### src/hkve_pkg.sv
// Shared types, constants and the key table for the HID key to escape-sequence encoder.
// No dependencies; every other file in src imports this package.
package hkve_pkg;

  // Usage range covered by the key table
  localparam logic [7:0] KEY_FIRST = 8'h3A;
  localparam logic [7:0] KEY_LAST  = 8'h52;

  // ASCII characters used in the sequences
  localparam logic [7:0] CH_ESC    = 8'h1B;
  localparam logic [7:0] CH_LBRACK = 8'h5B;
  localparam logic [7:0] CH_SEMI   = 8'h3B;
  localparam logic [7:0] CH_TILDE  = 8'h7E;
  localparam logic [7:0] CH_ZERO   = 8'h30;
  localparam logic [7:0] CH_ONE    = 8'h31;

  // Sequence storage: up to eight byte slots, count 0..8
  localparam int SEQ_SLOTS = 8;
  localparam int SLOT_W    = $clog2(SEQ_SLOTS);
  localparam int LEN_W     = SLOT_W + 1;

  // One key table entry: intro is 0 for the VT220 form
  typedef struct packed {
    logic [7:0] intro;
    logic [7:0] code;
  } key_entry_t;

  // One encoded sequence, as queued between front and back
  typedef struct packed {
    logic [SEQ_SLOTS-1:0][7:0] bytes;
    logic [LEN_W-1:0]          len;
  } seq_t;

  // Queue status seen by both sides
  typedef struct packed {
    logic empty;
    logic full;
  } q_status_t;

  // Key table, indexed by usage - KEY_FIRST
  function automatic key_entry_t key_lookup(input logic [4:0] idx);
    key_entry_t e;
    unique case (idx)
      5'd0:    e = '{intro: 8'h4F, code: 8'h50};  // F1  O P
      5'd1:    e = '{intro: 8'h4F, code: 8'h51};  // F2  O Q
      5'd2:    e = '{intro: 8'h4F, code: 8'h52};  // F3  O R
      5'd3:    e = '{intro: 8'h4F, code: 8'h53};  // F4  O S
      5'd4:    e = '{intro: 8'h00, code: 8'd15};
      5'd5:    e = '{intro: 8'h00, code: 8'd17};
      5'd6:    e = '{intro: 8'h00, code: 8'd18};
      5'd7:    e = '{intro: 8'h00, code: 8'd19};
      5'd8:    e = '{intro: 8'h00, code: 8'd20};
      5'd9:    e = '{intro: 8'h00, code: 8'd21};
      5'd10:   e = '{intro: 8'h00, code: 8'd23};
      5'd11:   e = '{intro: 8'h00, code: 8'd24};
      5'd15:   e = '{intro: 8'h00, code: 8'd2};   // Insert
      5'd16:   e = '{intro: 8'h5B, code: 8'h48};  // Home
      5'd17:   e = '{intro: 8'h00, code: 8'd5};   // PageUp
      5'd18:   e = '{intro: 8'h00, code: 8'd3};   // Delete
      5'd19:   e = '{intro: 8'h5B, code: 8'h46};  // End
      5'd20:   e = '{intro: 8'h00, code: 8'd6};   // PageDown
      5'd21:   e = '{intro: 8'h5B, code: 8'h43};  // Right
      5'd22:   e = '{intro: 8'h5B, code: 8'h44};  // Left
      5'd23:   e = '{intro: 8'h5B, code: 8'h42};  // Down
      5'd24:   e = '{intro: 8'h5B, code: 8'h41};  // Up
      default: e = '{intro: 8'h00, code: 8'h00};  // PrintScreen, ScrollLock, Pause, unused
    endcase
    return e;
  endfunction

endpackage

### src/hkve_front.sv
// Front end: classifies a key item and builds its full byte sequence combinationally.
// Depends on hkve_pkg; feeds hkve_queue.
module hkve_front (
  input  logic          in_valid,
  input  logic [7:0]    usage,
  input  logic          shift,
  input  logic          alt,
  input  logic          ctrl_key,
  input  logic          gui,
  input  logic          q_full,
  output logic          in_ready,
  output logic          push,
  output hkve_pkg::seq_t seq
);
  import hkve_pkg::*;

  logic [7:0]       usage_off;
  logic             mapped;
  key_entry_t       ent;
  logic [4:0]       mod;
  logic             modified;
  logic [3:0]       mod_ones;
  logic [4:0]       num;
  logic [1:0]       num_tens;
  logic [4:0]       num_ones;
  logic [LEN_W-1:0] n;
  logic             emits;

  assign in_ready  = !q_full;
  assign usage_off = usage - KEY_FIRST;
  assign mapped    = (usage >= KEY_FIRST) && (usage <= KEY_LAST);
  assign ent       = key_lookup(usage_off[4:0]);

  // Modifier number 1..16 and its decimal digits
  assign mod      = {1'b0, gui, ctrl_key, alt, shift} + 5'd1;
  assign modified = shift | alt | ctrl_key | gui;
  assign mod_ones = (mod >= 5'd10) ? 4'(mod - 5'd10) : mod[3:0];

  // VT220 number (at most 24) split into tens and ones
  assign num = ent.code[4:0];
  always_comb begin
    if (num >= 5'd20) begin
      num_tens = 2'd2;
      num_ones = num - 5'd20;
    end else if (num >= 5'd10) begin
      num_tens = 2'd1;
      num_ones = num - 5'd10;
    end else begin
      num_tens = 2'd0;
      num_ones = num;
    end
  end

  // Assemble the sequence slot by slot
  always_comb begin
    seq.bytes = '0;
    n         = '0;
    emits     = 1'b0;
    if (ent.intro != 8'h00) begin
      emits = 1'b1;
      seq.bytes[n[SLOT_W-1:0]] = CH_ESC;
      n = n + 1'b1;
      if (!modified) begin
        seq.bytes[n[SLOT_W-1:0]] = ent.intro;
        n = n + 1'b1;
      end else begin
        seq.bytes[n[SLOT_W-1:0]] = CH_LBRACK;
        n = n + 1'b1;
        seq.bytes[n[SLOT_W-1:0]] = CH_ONE;
        n = n + 1'b1;
        seq.bytes[n[SLOT_W-1:0]] = CH_SEMI;
        n = n + 1'b1;
        if (mod >= 5'd10) begin
          seq.bytes[n[SLOT_W-1:0]] = CH_ONE;
          n = n + 1'b1;
        end
        seq.bytes[n[SLOT_W-1:0]] = CH_ZERO + {4'd0, mod_ones};
        n = n + 1'b1;
      end
      seq.bytes[n[SLOT_W-1:0]] = ent.code;
      n = n + 1'b1;
    end else if (ent.code != 8'h00) begin
      emits = 1'b1;
      seq.bytes[n[SLOT_W-1:0]] = CH_ESC;
      n = n + 1'b1;
      seq.bytes[n[SLOT_W-1:0]] = CH_LBRACK;
      n = n + 1'b1;
      if (num_tens != 2'd0) begin
        seq.bytes[n[SLOT_W-1:0]] = CH_ZERO + {6'd0, num_tens};
        n = n + 1'b1;
      end
      seq.bytes[n[SLOT_W-1:0]] = CH_ZERO + {3'd0, num_ones};
      n = n + 1'b1;
      if (modified) begin
        seq.bytes[n[SLOT_W-1:0]] = CH_SEMI;
        n = n + 1'b1;
        if (mod >= 5'd10) begin
          seq.bytes[n[SLOT_W-1:0]] = CH_ONE;
          n = n + 1'b1;
        end
        seq.bytes[n[SLOT_W-1:0]] = CH_ZERO + {4'd0, mod_ones};
        n = n + 1'b1;
      end
      seq.bytes[n[SLOT_W-1:0]] = CH_TILDE;
      n = n + 1'b1;
    end
    seq.len = n;
  end

  // Keys without a sequence are accepted and dropped here
  assign push = in_valid && in_ready && mapped && emits;

endmodule

### src/hkve_queue.sv
// Two-entry queue of encoded sequences between the front and back ends.
// Depends on hkve_pkg.
module hkve_queue (
  input  logic                clk,
  input  logic                rst,
  input  logic                push,
  input  hkve_pkg::seq_t      wr_seq,
  input  logic                pop,
  output hkve_pkg::seq_t      head,
  output hkve_pkg::q_status_t status
);
  import hkve_pkg::*;

  seq_t       slot [2];
  logic       wr_ptr;
  logic       rd_ptr;
  logic [1:0] count;

  // Entry storage
  always_ff @(posedge clk) begin
    if (push) begin
      slot[wr_ptr] <= wr_seq;
    end
  end

  // Pointers and fill level
  always_ff @(posedge clk) begin
    if (rst) begin
      wr_ptr <= 1'b0;
      rd_ptr <= 1'b0;
      count  <= 2'd0;
    end else begin
      if (push) begin
        wr_ptr <= !wr_ptr;
      end
      if (pop) begin
        rd_ptr <= !rd_ptr;
      end
      count <= count + {1'b0, push} - {1'b0, pop};
    end
  end

  assign head         = slot[rd_ptr];
  assign status.empty = (count == 2'd0);
  assign status.full  = (count == 2'd2);

endmodule

### src/hkve_back.sv
// Back end: sends head bytes one per cycle through an output register unless stalled.
// Depends on hkve_pkg; reads from hkve_queue.
module hkve_back (
  input  logic                clk,
  input  logic                rst,
  input  hkve_pkg::seq_t      head,
  input  hkve_pkg::q_status_t status,
  output logic                pop,
  input  logic                out_ready,
  output logic                out_valid,
  output logic [7:0]          byte_out,
  output logic                last
);
  import hkve_pkg::*;

  logic [SLOT_W-1:0] pos;
  logic              load;
  logic              take;
  logic              at_end;

  assign load   = !out_valid || out_ready;
  assign take   = load && !status.empty;
  assign at_end = ({1'b0, pos} + 1'b1) == head.len;
  assign pop    = take && at_end;

  // Control: output valid and byte position
  always_ff @(posedge clk) begin
    if (rst) begin
      out_valid <= 1'b0;
      pos       <= '0;
    end else begin
      if (load) begin
        out_valid <= !status.empty;
      end
      if (take) begin
        pos <= at_end ? '0 : pos + 1'b1;
      end
    end
  end

  // Output payload register
  always_ff @(posedge clk) begin
    if (take) begin
      byte_out <= head.bytes[pos];
      last     <= at_end;
    end
  end

endmodule

### src/hid_key_to_vt_escape_encoder_core.sv
// Top level of the HID key to VT escape-sequence encoder: front, queue and back end.
// Depends on hkve_pkg, hkve_front, hkve_queue and hkve_back.
//
// Channel   Dir  Payload (low bit first)
// s_axis    in   tdata: usage[7:0], shift, alt, ctrl_key, gui, zero pad
// m_axis    out  tdata: byte_out[7:0]; tlast: last
//
// A key item is taken whenever the two-entry queue has room.
// Each mapped key then leaves as 3 to 8 bytes, one per cycle while m_axis_tready
// is high, paced by the single output register; keys without a sequence produce nothing.
// Reset empties the queue and clears the output valid.
// A stalled output fills the queue, after which s_axis_tready drops.
module hid_key_to_vt_escape_encoder_core (
  input  logic        clk,
  input  logic        rst,
  input  logic        s_axis_tvalid,
  output logic        s_axis_tready,
  input  logic [15:0] s_axis_tdata,   // usage[7:0], shift, alt, ctrl_key, gui, pad[15:12]
  output logic        m_axis_tvalid,
  input  logic        m_axis_tready,
  output logic [7:0]  m_axis_tdata,   // byte_out[7:0]
  output logic        m_axis_tlast
);
  import hkve_pkg::*;

  logic      q_push;
  logic      q_pop;
  seq_t      q_wr;
  seq_t      q_head;
  q_status_t q_stat;

  // Classify and encode
  hkve_front u_front (
    .in_valid (s_axis_tvalid),
    .usage    (s_axis_tdata[7:0]),
    .shift    (s_axis_tdata[8]),
    .alt      (s_axis_tdata[9]),
    .ctrl_key (s_axis_tdata[10]),
    .gui      (s_axis_tdata[11]),
    .q_full   (q_stat.full),
    .in_ready (s_axis_tready),
    .push     (q_push),
    .seq      (q_wr)
  );

  // Sequence queue
  hkve_queue u_queue (
    .clk    (clk),
    .rst    (rst),
    .push   (q_push),
    .wr_seq (q_wr),
    .pop    (q_pop),
    .head   (q_head),
    .status (q_stat)
  );

  // Byte sender
  hkve_back u_back (
    .clk       (clk),
    .rst       (rst),
    .head      (q_head),
    .status    (q_stat),
    .pop       (q_pop),
    .out_ready (m_axis_tready),
    .out_valid (m_axis_tvalid),
    .byte_out  (m_axis_tdata),
    .last      (m_axis_tlast)
  );

  // Checks
  a_q_status: assert property (@(posedge clk) disable iff (rst)
    !(q_stat.full && q_stat.empty))
    else $error("queue reports full and empty together");

  a_pop_nonempty: assert property (@(posedge clk) disable iff (rst)
    q_pop |-> !q_stat.empty)
    else $error("pop from empty queue");

  a_push_accepted: assert property (@(posedge clk) disable iff (rst)
    q_push |-> (s_axis_tvalid && s_axis_tready && !q_stat.full))
    else $error("push without accepted item or into full queue");

  a_head_len: assert property (@(posedge clk) disable iff (rst)
    !q_stat.empty |-> (q_head.len >= 4'd3 && q_head.len <= 4'd8))
    else $error("queued sequence length out of range");

  a_pop_marks_last: assert property (@(posedge clk) disable iff (rst)
    q_pop |=> (m_axis_tvalid && m_axis_tlast))
    else $error("end of sequence not marked on output");

endmodule

### config.mk
export PLATFORM = sky130hd
export DESIGN_NAME = hid_key_to_vt_escape_encoder_core
export DESIGN_NICKNAME = d
export VERILOG_FILES = /design/src/hkve_pkg.sv /design/src/hkve_front.sv /design/src/hkve_queue.sv /design/src/hkve_back.sv /design/src/hid_key_to_vt_escape_encoder_core.sv
export SDC_FILE = /design/constraint.sdc
export NUM_CORES = 1
export LEC_CHECK = 0
export BUFFER_PORTS_ARGS = -buffer_cell sky130_fd_sc_hd__buf_2
export CAP_MARGIN = 20
export CORE_MARGIN = 2
export CORE_UTILIZATION = 50
export DETAILED_ROUTE_END_ITERATION = 8
export PLACE_DENSITY = 0.64
export SYNTH_ARGS = -nofsm -noshare
export SYNTH_HDL_FRONTEND = slang
export SYNTH_SLANG_ARGS = --single-unit
### constraint.sdc
create_clock -name clk -period 7.4 [get_ports clk]
set_input_delay 1.48 -clock clk [delete_from_list [all_inputs] [get_ports clk]]
set_output_delay 1.48 -clock clk [all_outputs]
set_load 0.02 [all_outputs]
==> results of run 1 <==
[critical path, cell delays in order]
cell and delay, ns:
buf_2 0.21, inv_1 0.16, ha_1 0.26, xor2_1 0.75, nand2_1 0.28, o22ai_1 0.19
a21oi_1 0.15, inv_1 0.23, ha_1 0.20, nand2_1 0.06, o221ai_1 0.25, nand2_1 0.13
nand2_2 0.11, inv_2 0.15, ha_1 0.30, nor2_1 0.44, nand2_1 0.13, ha_1 0.31
and2_1 0.16
[sequential cells by signal (all words and copies together) (netlist names), named ones only]
signal,count
u_back.last,1
u_queue.count,2
u_back.pos,3
u_back.byte_out,7
u_back.out_valid,1
u_queue.rd_ptr,1
u_queue.wr_ptr,1
u_queue.slot,120
[layout by cell type, fill, tap and decap left out, drive strengths merged, types with 3 or more instances in the layout]
cell type / Yosys / layout
nor3: 7 / 7
o31ai: 4 / 4
nand2: 40 / 40
clkbuf: 18 / 21
xor2: 5 / 5
o22ai: 8 / 8
ha: 30 / 30
nand3: 15 / 15
mux2: 5 / 5
or3: 3 / 3
and2: 8 / 8
nor2b: 4 / 4
conb: 1 / 9
clkinv: 0 / 7
buf: 15 / 33
a31oi: 8 / 8
a21oi: 20 / 20
a22o: 3 / 3
o32ai: 4 / 4
o21ai: 22 / 22
nor2: 35 / 35
inv: 23 / 23
a31o: 5 / 5
or2: 3 / 3
o211ai: 3 / 3
xnor2: 10 / 10
edfxtp: 128 / 128
mux2i: 7 / 7
nand2b: 7 / 7
mux4: 35 / 35
nand3b: 4 / 4
dfxtp: 9 / 9
[worst max path at each step]
| stage | end | slack [ns] |
|---|---|---|
| after global placement | u_queue.slot[0][3] | 1.39 |
| after CTS | u_queue.slot[0][3] | 1.72 |
| after floorplan | u_queue.slot[0][0] | 0.50 |
| final | u_queue.slot[1][3] | 1.59 |
| after global routing | u_queue.slot[0][3] | 1.28 |
| after detailed placement | u_queue.slot[0][3] | 1.28 |
[area by class of cell]
class,count,area (um2)
sequential,137,4030
tap,180,225
inverter,23,86.3
multi-input combinational,336,2830
fill,1088,5920
timing repair buffer,33,198
clock inverter,11,105
clock buffer,21,440
[metal layers]
layer | vias up | part of all wire, % | GRT usage (%)
li1 | 2047 | - | -
met2 | 147 | 49 | 30.8
met3 | 15 | 5.7 | 5.39
met5 | - | 0 | 0
met4 | 0 | 1.2 | 5.96
met1 | 2200 | 44 | 27.1
[logic make-up after synthesis]
kind of cell,after synthesis,synth area share (%)
and+or+nand+nor,136,9.40
other,1,0.0532
AOI/OAI and AO/OA,99,9.68
xor gates and xnor gates,15,2.08
muxes,47,13.0
DFF,137,57.0
buffers and inverters,56,3.41
adders and majority gates,30,5.32
[power groups by stage]
stage / Sequential, mW / Combinational, mW / Clock (mW)
finish: 0.911 / 0.382 / 0.774
global route: 0.912 / 0.419 / 0.820
detailed placement: 0.927 / 0.376 / 0
global placement: 0.926 / 0.367 / 0
CTS: 0.911 / 0.378 / 0.790
floorplan: 0.928 / 0.272 / 0
==> run summary, run 1 <==
The run finished with clean final reports. The number of DRC violations after detailed routing is 0. The routed wirelength normalized by instance count is 19.1 um. Setup TNS: 0 ns. Including well taps, the total number of placed cells is 709. The endpoint of the lowest-slack register-to-register path is u_queue.count[1]. The total of buffers placed on input and output ports works out to 25. The die is 123 um tall. The die covers 0.0151 mm2. The DRC violation total after the first TritonRoute iteration was 392; the pre-CTS setup slack was 1.28 ns. Setup violations remaining at the end of the flow were counted as 0. The logs give 35.9% for the max-slew headroom at the worst pin and 0 for the post-CTS setup-driven buffer insertion count.

The first global-routing pass estimated 21.8 mm of wire. The startpoint of the tightest hold check path is u_back.out_valid. The cell type with the highest aggregate area in the netlist was edfxtp_1. TritonCTS built the clock tree. The fraction of power consumed by combinational cells is 18.5%. Per report_power, the sequential group accounts for 44.1% of the total. The most common cell in the synthesized netlist is edfxtp_1.

After clock tree synthesis, the clock-pin slew on the worst setup and hold paths is 0.05 ns. STA puts the critical path data arrival time at 5.96 ns. The fraction of final layout cells with drive strength greater than 1 is 20.3%, and the area fraction of the dominant cell type after synthesis is 54.5%. The critical path start-end classification was in2reg. For the final count of hold timing violations, the log shows 0. The logs give 4023 for the via count of the first global-routing pass and 0.183 mV for the largest voltage drop on the vdd net. The number of resized instances in the post-cts repair step was 0; the proportion of power drawn by the clock network was 37.5%. For the worst flop-to-flop path, the logic depth is 11. The congestion estimate from routability-driven global placement came to 0.897.

Setup slack on the critical path of the routed design comes to 1.59 ns. For the static power due to leakage, the log shows 2.74 nW. The required arrival time at the worst endpoint was 7.55 ns; the final core area utilization was 57.2%. In this run the worst path has a maximum fanout of 17. The number of antenna violations at the first check in global routing was 0; the placement-stage cell area was 0.00736 mm2.

The finished layout holds 741 standard cells, fillers aside. Setup repair after global routing left no endpoint under its margin. Sorting the synthesized cells by area gives the leading types as edfxtp_1 (54%), mux4_2 (11%), ha_1 (5.3%), dfxtp_1 (2.6%), nand2_1 (2.1%). The proportion of register bits with asynchronous set or reset after synthesis was 0%. The commonest cells after synthesis are edfxtp_1 (128), nand2_1 (39), mux4_2 (35), nor2_1 (35), ha_1 (30). In this run the power density over the cells is 261 mW/mm2. Using the TritonRoute via totals, the vias-per-cell ratio works out to 5.95. The logs give 51.0% for the effective utilization at floorplan and 1.53 mW for the internal power contribution. The routed layout has 4409 vias. The die is 123 um wide. Across all register-to-register paths, the minimum setup slack is 4.76 ns.

Based on the critical path, the design can be clocked at up to 172 MHz. Global routing used 19.7% of the available tracks across all layers. For hold timing, the worst endpoint is u_back.out_valid.

The slew at the pin closest to its max-slew limit is 0.950 ns. The min-delay analysis places its worst path in the category reg2reg. The worst clock skew came out at 0.0109 ns. Hold is met by 0.506 ns. The floorplan step defined a core boundary enclosing 0.0138 mm2. The clock network latency to the later pin of the worst-skew pair is 0.42 ns. The share of the cycle needed by the critical path after routing is 78.5%, and the instance count along the most critical hold path is 2.

The mapped netlist covers 0.00705 mm2. During I/O placement, the number of pins put on the boundary was 31. The tool flagged a number of max-cap violations equal to 0. The number of clock sinks is 137, and the placed wire-length estimate after detailed placement is 9.46 mm. From synthesis to final layout, the design area changed by 12.1%.

Once layout is done, the placed cells without fillers occupy 0.00791 mm2. Net switching is 26.1% of the power. The total power after layout is 2.07 mW, and the CTS buffer count is 17.

The H-tree was split into 4 levels. Tracing the worst setup path back leads to its startpoint at s_axis_tdata[1]. For this run, the number of Yosys warnings is 0.

The tools report the switching power total as 0.540 mW. For the part of the Yosys area used for sequential elements, the log shows 57.0%. In the synthesized netlist, the number of instances is 521. After clock tree synthesis, the flow added hold-fix buffers numbering 0.

The first TritonRoute pass finished after 6 iterations. The synthesized netlist contains 69 unique library cells. The synthesized design contains 137 register bits. The routed design could run at a clock period as short as 5.81 ns.

The nature of the critical path endpoint was a register. Row generation in the floorplan step produced 43 rows. Counting along the longest clock path gives a buffer depth of 2. The number of synthesized flops with an enable pin works out to 128. STA classifies the critical path startpoint as an input pin. In the final design database the tool counted 598 nets.

The antenna diode count is 0, and the number of pins with negative max-slew slack in the final report is 0. The cell at the root of the clock tree is clkbuf_16. The routed design has 14.2 mm of wire.

The detail route stage leaves a number of antenna-violating nets equal to 0. Entering global routing, the biggest net connects 61 pins. Among all flip-flop cells after synthesis, the most frequent one is edfxtp_1. The total overflow left after global routing is 0.

In this run the mean area of a mapped cell was 13.5 um2.
No activity file was read; power rests on OpenSTA's default activity.
==> inputs of run 2 (changes only) <==
==> constraint.sdc (replaced) <==
create_clock -name clk -period 5.8 [get_ports clk]
set_input_delay 1.16 -clock clk [delete_from_list [all_inputs] [get_ports clk]]
set_output_delay 1.16 -clock clk [all_outputs]
set_load 0.02 [all_outputs]
==> run summary, run 2 (synthesis gave the netlist of run 1 again) <==
After clock tree synthesis, the setup repair step added 0 buffers. Combinational logic burns 19.0% of the power. DRC violation total after the first TritonRoute iteration: 440.

The run finished with clean final reports. The final wirelength came out at 14.8 mm. The tools report the final-report setup violation count as 0. The remaining antenna violation count came out at 0.

The count of max-cap constraint violations was 0. The logs give 17 for the CTS buffer count and 0 ns for the setup TNS. The logs give 0 for the number of antenna violations at the first check in global routing and 137 for the number of clock sinks. The tools report the routed via count as 4396. The run gives 2.67 mW as the total power after layout. Leaving out fill and tap cells, the most frequent cell in the layout is edfxtp_1. The tools report the cell at the root of the clock tree as clkbuf_16. The slew at the pin closest to its max-slew limit is 0.864 ns.

Dividing the detail-routed wire length by the instance count gives 19.7 um. The chip height was 123 um; the layout overhead on the synthesized area was 13.2%. The layout has 1089 filler cells. The tightest hold path in the finished design has a slack of 0.487 ns. The critical path launch point was s_axis_tdata[1]. Cells fill 57.8% of the core in the end. The largest registers in the layout are u_queue.slot (120), u_back.byte_out (7), u_back.pos (3). The internal power contribution came out at 1.96 mW. The number of pins with negative max-slew slack in the final report is 0, and the antenna diode count is 0.

The share of the cycle needed by the critical path after routing works out to 85.6%. Global routing used 21.2% of the available tracks. The congestion estimate from routability-driven global placement came to 0.895. The switching power total was 0.707 mW. Total of buffers placed on input and output ports: 25. The placed wire-length estimate after detailed placement is 9.96 mm, and the static power due to leakage is 2.79 nW. The flip-flop count of the largest register, all copies and words added came out at 120.

Clock latency on the worst-skew pair, taken at its later pin, is 0.42 ns. In the routed design, unresolved DRC markers number 0. After floorplanning, the core was divided into 43 placement rows. The library cells used most frequently in the layout, excluding fill and tap cells, are edfxtp_1 (128), nand2_1 (39), nor2_1 (35), mux4_2 (35), ha_1 (30).

Global routing finished with a remaining overflow of 0. In the post-route analysis, the smallest setup slack over all paths is 0.835 ns. The core region is 0.0138 mm2.

The count of TritonRoute iterations in the first routing pass was 5. The tools report the via count of the first global-routing pass as 4276. The worst setup path is of the in2reg kind. The largest voltage drop on the vdd net was 0.217 mV.

The worst setup path is captured at a register. Along the worst path, the maximum fanout reaches 10. The total I/O pin count was 31. TritonCTS built the clock tree.

The number of hold buffers added after CTS was 0. Class of the tightest hold or removal check: reg2reg. The clock network is responsible for 37.4% of the overall power.

At the worst endpoint, the required time is 6.02 ns. After clock tree synthesis, the clock-pin slew on the worst setup and hold paths is 0.05 ns. The final count of hold timing violations came out at 0. Setup repair after global routing left no endpoint under its margin. Entering global routing, the biggest net connects 61 pins. The count of H-tree levels built during CTS is 4. The effective utilization at floorplan was 51.0%. For the max-slew headroom at the worst pin, the log shows 41.7%. For the data arrival time of the critical path, the log shows 5.19 ns.

For this design the ratio of total power to cell area is 334 mW/mm2. The longest clock path from root to sink contains 2 buffers. Counting I/O delays and the setup requirement, the final critical path takes 4.97 ns. The startpoint of the tightest hold check path was u_back.out_valid.

The fraction of final layout cells with drive strength greater than 1 was 21.8%; the pre-CTS setup slack was 0.465 ns. The register with the highest flop count was u_queue.slot. STA classifies the critical path startpoint as an input pin. The clock arrives with 0.00691 ns of skew.

The die extent in x works out to 123 um. The final layout contains 607 nets. The fmax is 201 MHz. Post-detailed-route via-to-cell ratio: 5.86. Once the clock tree was built, the resizer swapped 0 gates to a different size. Of the total power, registers draw 43.6%. The first global-routing pass estimated 23.3 mm of wire. The die covers 0.0151 mm2.

In this run switching power makes up 26.5% of total power.
run 2: final cells by class:
cell class / count / area (um2) / area share (%)
Sequential cell: 137 / 4030 / 50.4
Clock buffer: 20 / 437 / 5.47
Clock inverter: 12 / 108 / 1.35
Timing Repair Buffer: 42 / 278 / 3.48
Tap cell: 180 / 225 / 2.82
Inverter: 23 / 86.3 / 1.08
Multi-Input combinational cell: 336 / 2830 / 35.4
run 2: power groups by stage:
stage / registers [mW] / logic (mW) / clock network (mW)
floorplan: 1.18 / 0.347 / 0
global placement: 1.18 / 0.484 / 0
detailed placement: 1.18 / 0.496 / 0
CTS: 1.16 / 0.500 / 1.01
global route: 1.17 / 0.560 / 1.06
finish: 1.16 / 0.508 / 0.998
run 2: path summary, 6_finish.rpt:
path,endpoint,slack [ns],cells after the start
setup / recovery,u_queue.slot[0][56],0.83,17
hold / removal,u_back.out_valid,0.49,2
setup reg to reg,u_queue.count[1],2.80,11
hold reg to reg,u_back.out_valid,0.49,2
run 2: per-stage QoR:
step	cell area [um2]	instances
final	7990	750
after global routing	7990	750
after CTS	7990	750
after detailed placement	7440	718
after global placement	7440	718
after floorplan	7090	529
run 2: worst max-delay path, stage by stage:
cell,delay (ns)
buf_2,0.22
inv_1,0.16
ha_1,0.26
xnor2_1,0.38
buf_4,0.25
or3_1,0.13
mux2i_1,0.08
nor3_1,0.35
ha_1,0.33
o221ai_1,0.18
nand2_1,0.14
nand2_2,0.09
ha_1,0.43
inv_1,0.17
or3_1,0.41
a21oi_1,0.23
o21bai_1,0.20
run 2: routing by layer:
metal  vias to the layer above  global-route usage (%)  routed length (um)
li1                       2067                       -                   -
met1                      2159                    29.5                6650
met2                       151                    32.9                7010
met3                        19                    5.25                 824
met4                         0                    6.47                 274
met5                         -                       0                   0
==> inputs of run 3 (changes only) <==
--- a/config.mk
+++ b/config.mk
@@ -5,12 +5,14 @@
 export SDC_FILE = /design/constraint.sdc
 export NUM_CORES = 1
 export LEC_CHECK = 0
+export ABC_AREA = 1
 export BUFFER_PORTS_ARGS = -buffer_cell sky130_fd_sc_hd__buf_2
 export CAP_MARGIN = 20
 export CORE_MARGIN = 2
 export CORE_UTILIZATION = 50
 export DETAILED_ROUTE_END_ITERATION = 8
 export PLACE_DENSITY = 0.64
+export REMOVE_ABC_BUFFERS = 1
 export SYNTH_ARGS = -nofsm -noshare
 export SYNTH_HDL_FRONTEND = slang
 export SYNTH_SLANG_ARGS = --single-unit
==> run summary, run 3 <==
The final wirelength is 15.7 mm. The tools report the nature of the critical path endpoint as a register. After the last flow step, the layout net total stands at 811.

The number of warnings issued by yosys was 0. The slew at the pin closest to its max-slew limit was 1.01 ns. In the final routed layout, each cell accounts on average for 16.4 um.

TritonCTS built the clock tree. After clock tree synthesis, the clock-pin slew on the worst setup and hold paths is 0.05 ns. The flip-flop and latch count after synthesis is 137, and the number of pins with negative max-slew slack in the final report is 0. Summed over all failing endpoints, the final setup total negative slack is 0 ns. For the worst setup slack for register-to-register paths, the log shows 2.97 ns.

Setup slack on the critical path of the routed design comes to 1.31 ns. The final estimated routing congestion in global placement is 0.938, and the average cell area after synthesis is 9.98 um2. Ranked by total cell area, the synthesized netlist is headed by edfxtp_1 (53%), nand2_1 (7.1%), ha_1 (5.2%), inv_1 (4.5%), mux2i_1 (3.9%). Clock skew on the completed layout was measured at 0.00676 ns. The fmax came out at 223 MHz.

For the largest voltage drop on the vdd net, the log shows 0.221 mV. The post-detailed-route via-to-cell ratio was 5.43. 0 antenna diodes ended up in the layout. At the placement stage, the worst setup path has a slack of 0.914 ns. For the placed wire-length estimate after detailed placement, the log shows 10.4 mm. The most frequent cell after synthesis is nand2_1. The die outline area was 0.0155 mm2; the quantity of hold-fixing buffers added after cts was 0.

The register with the most flip-flops in the layout has 120 of them. Of all cell types, the one taking the most synthesized area is edfxtp_1. The run gives 0 as the number of antenna violations at the first check in global routing.

Leaving out fill and tap cells, the most frequent cell in the layout is nand2_1. Total global routing track utilization: 21.1%. The run finished with clean final reports. The completed layout was analyzed and its total power is 2.83 mW.

The detail route stage leaves a number of antenna-violating nets equal to 0. At the worst endpoint, the required time is 6.03 ns. In this run the worst path has a maximum fanout of 9.

After routing the design area is 0.00827 mm2. The placed instances occupy a cell area of 0.00761 mm2. In this run the number of H-tree levels came out at 4. Once layout is complete, the utilization of the core stands at 57.5%. After synthesis the cells add up to 0.00727 mm2.

The synthesized design contains 128 enable-type register cells. The share of the cycle needed by the critical path after routing works out to 77.4%. In the layout the commonest cells are nand2_1 (137), edfxtp_1 (128), inv_1 (86).

STA classifies the critical path startpoint as an input pin. The tools report the final worst hold slack as 0.448 ns. For this run, design rule violations remaining after detail routing come to 0. For the post-synthesis cell count, the log shows 729.

In the final layout, the registers with the most flip-flops are u_queue.slot (120), u_back.byte_out (7), u_back.pos (3). For the worst-skew pair, the clock arrives at the later sink with an insertion delay of 0.42 ns. The first detailed-routing pass took 5 iterations. The data arrival time of the critical path was 4.72 ns.

The count of max-cap constraint violations was 0. After synthesis, the most frequently instantiated cells are nand2_1 (137), edfxtp_1 (128), inv_1 (87). By startpoint and endpoint, the worst setup path is classified as in2reg.

The class of the tightest hold or removal check is reg2reg. Buffers inserted during clock tree synthesis total 17. The post-layout minimum cycle time is 4.49 ns, and the proportion of register bits with asynchronous set or reset after synthesis is 0%. The first global-routing pass estimated 25.3 mm of wire. During placement, the flow inserted port buffers numbering 25. The DRC violation total after the first TritonRoute iteration was 473.

In this run the tightest slew margin relative to its limit is 32.3%. CTS placed an instance of clkbuf_16 at the clock tree root. For the count of distinct cell types in the synthesized netlist, the log shows 44. The deepest clock path buffer count was 2; the area fraction of the dominant cell type after synthesis was 52.8%. The part of the Yosys area used for sequential elements is 55.3%. The via count of the first global-routing pass is 5002, and the final cell count without fillers is 958.

Setup repair after global routing left no endpoint under its margin. The tools report the final count of hold timing violations as 0. For the effective utilization at floorplan, the log shows 50.6%. The fraction of final layout cells with drive strength greater than 1 is 13.4%. More flip-flops sit in one register than any other, and that register is u_queue.slot.

Routed via count: 5206. In this run the static leakage power is 3.30 nW. Among all flip-flop cells after synthesis, the most frequent one is edfxtp_1. Entering global routing, the biggest net connects 61 pins. The power density normalized to cell area works out to 342 mW/mm2. In this run the horizontal extent of the chip is 125 um.

The logs give 0 for the final-report setup violation count and 0.0144 mm2 for the area of the core. For this run the aggregate overflow at the end of global routing stands at 0. Relative to the synthesized area, the layout overhead comes to 13.6%. Once the clock tree was built, the setup fixing pass inserted 0 buffers.

The chip height was 125 um; the number of resized instances in the post-cts repair step was 0. Once placement completed, the tool counted placed cells totaling 926. The initialized floorplan defines 44 standard-cell rows. The clock net in this run drives a total of 137 sinks. During I/O placement, the number of pins put on the boundary was 31.
run 3: logic make-up (layout without fill, tap and decap cells):
| kind of cell | count (synthesis) | in the layout | synth area share, % |
|---|---|---|---|
| AO/OA/AOI/OAI | 140 | 140 | 11.1 |
| XOR/XNOR | 9 | 9 | 1.19 |
| adder cells (fa/ha/maj) | 30 | 30 | 5.16 |
| buffers and inverters | 127 | 164 | 7.02 |
| flip-flops | 137 | 137 | 55.3 |
| multiplexers | 28 | 28 | 3.85 |
| other | 1 | 9 | 0.0516 |
| AND/OR/NAND/NOR | 257 | 257 | 16.3 |
run 3: final timing paths:
| path | from | to | cells past startpoint |
|---|---|---|---|
| max | s_axis_tdata[1] | u_queue.slot[1][54] | 22 |
| min reg2reg | u_queue.count[1] | u_queue.count[1] | 1 |
| max reg2reg | u_back.pos[1] | u_queue.count[1] | 12 |
| min | u_queue.count[1] | u_queue.count[1] | 1 |
run 3: critical path: stages:
cell     delay, ns
buf_2         0.16
inv_2         0.10
ha_1          0.46
inv_2         0.12
nand2_1       0.12
o21ai_0       0.10
nand2_1       0.06
nand2_1       0.15
inv_1         0.27
ha_1          0.28
inv_1         0.07
a21oi_2       0.13
nand2_1       0.13
ha_1          0.47
inv_1         0.09
nor2_1        0.21
inv_1         0.08
nand2_1       0.06
inv_1         0.06
nor2_2        0.19
o21ai_0       0.11
o21ai_0       0.13
run 3: area by class of cell:
cell class / instances / area (um2)
timing repair buffer: 33 / 198
clock buffer: 19 / 433
inverter: 99 / 374
clock inverter: 13 / 225
fill: 1197 / 6100
multi-input combinational: 473 / 2780
tap: 184 / 230
sequential: 137 / 4030
run 3: per-layer routing:
layer	track usage (%)	vias to the layer above	wire length [um]
li1	-	2557	-
met1	27.5	2460	6870
met2	34.4	165	7590
met3	5.11	24	876
met4	7.80	0	370
met5	0	-	0
run 3: power breakdown:
group          internal, mW  leakage (nW)  switching (mW)
Sequential             1.15          1.25          0.0100
Combinational         0.136          1.74           0.333
Clock                 0.802         0.311           0.392
Total                  2.09          3.30           0.736
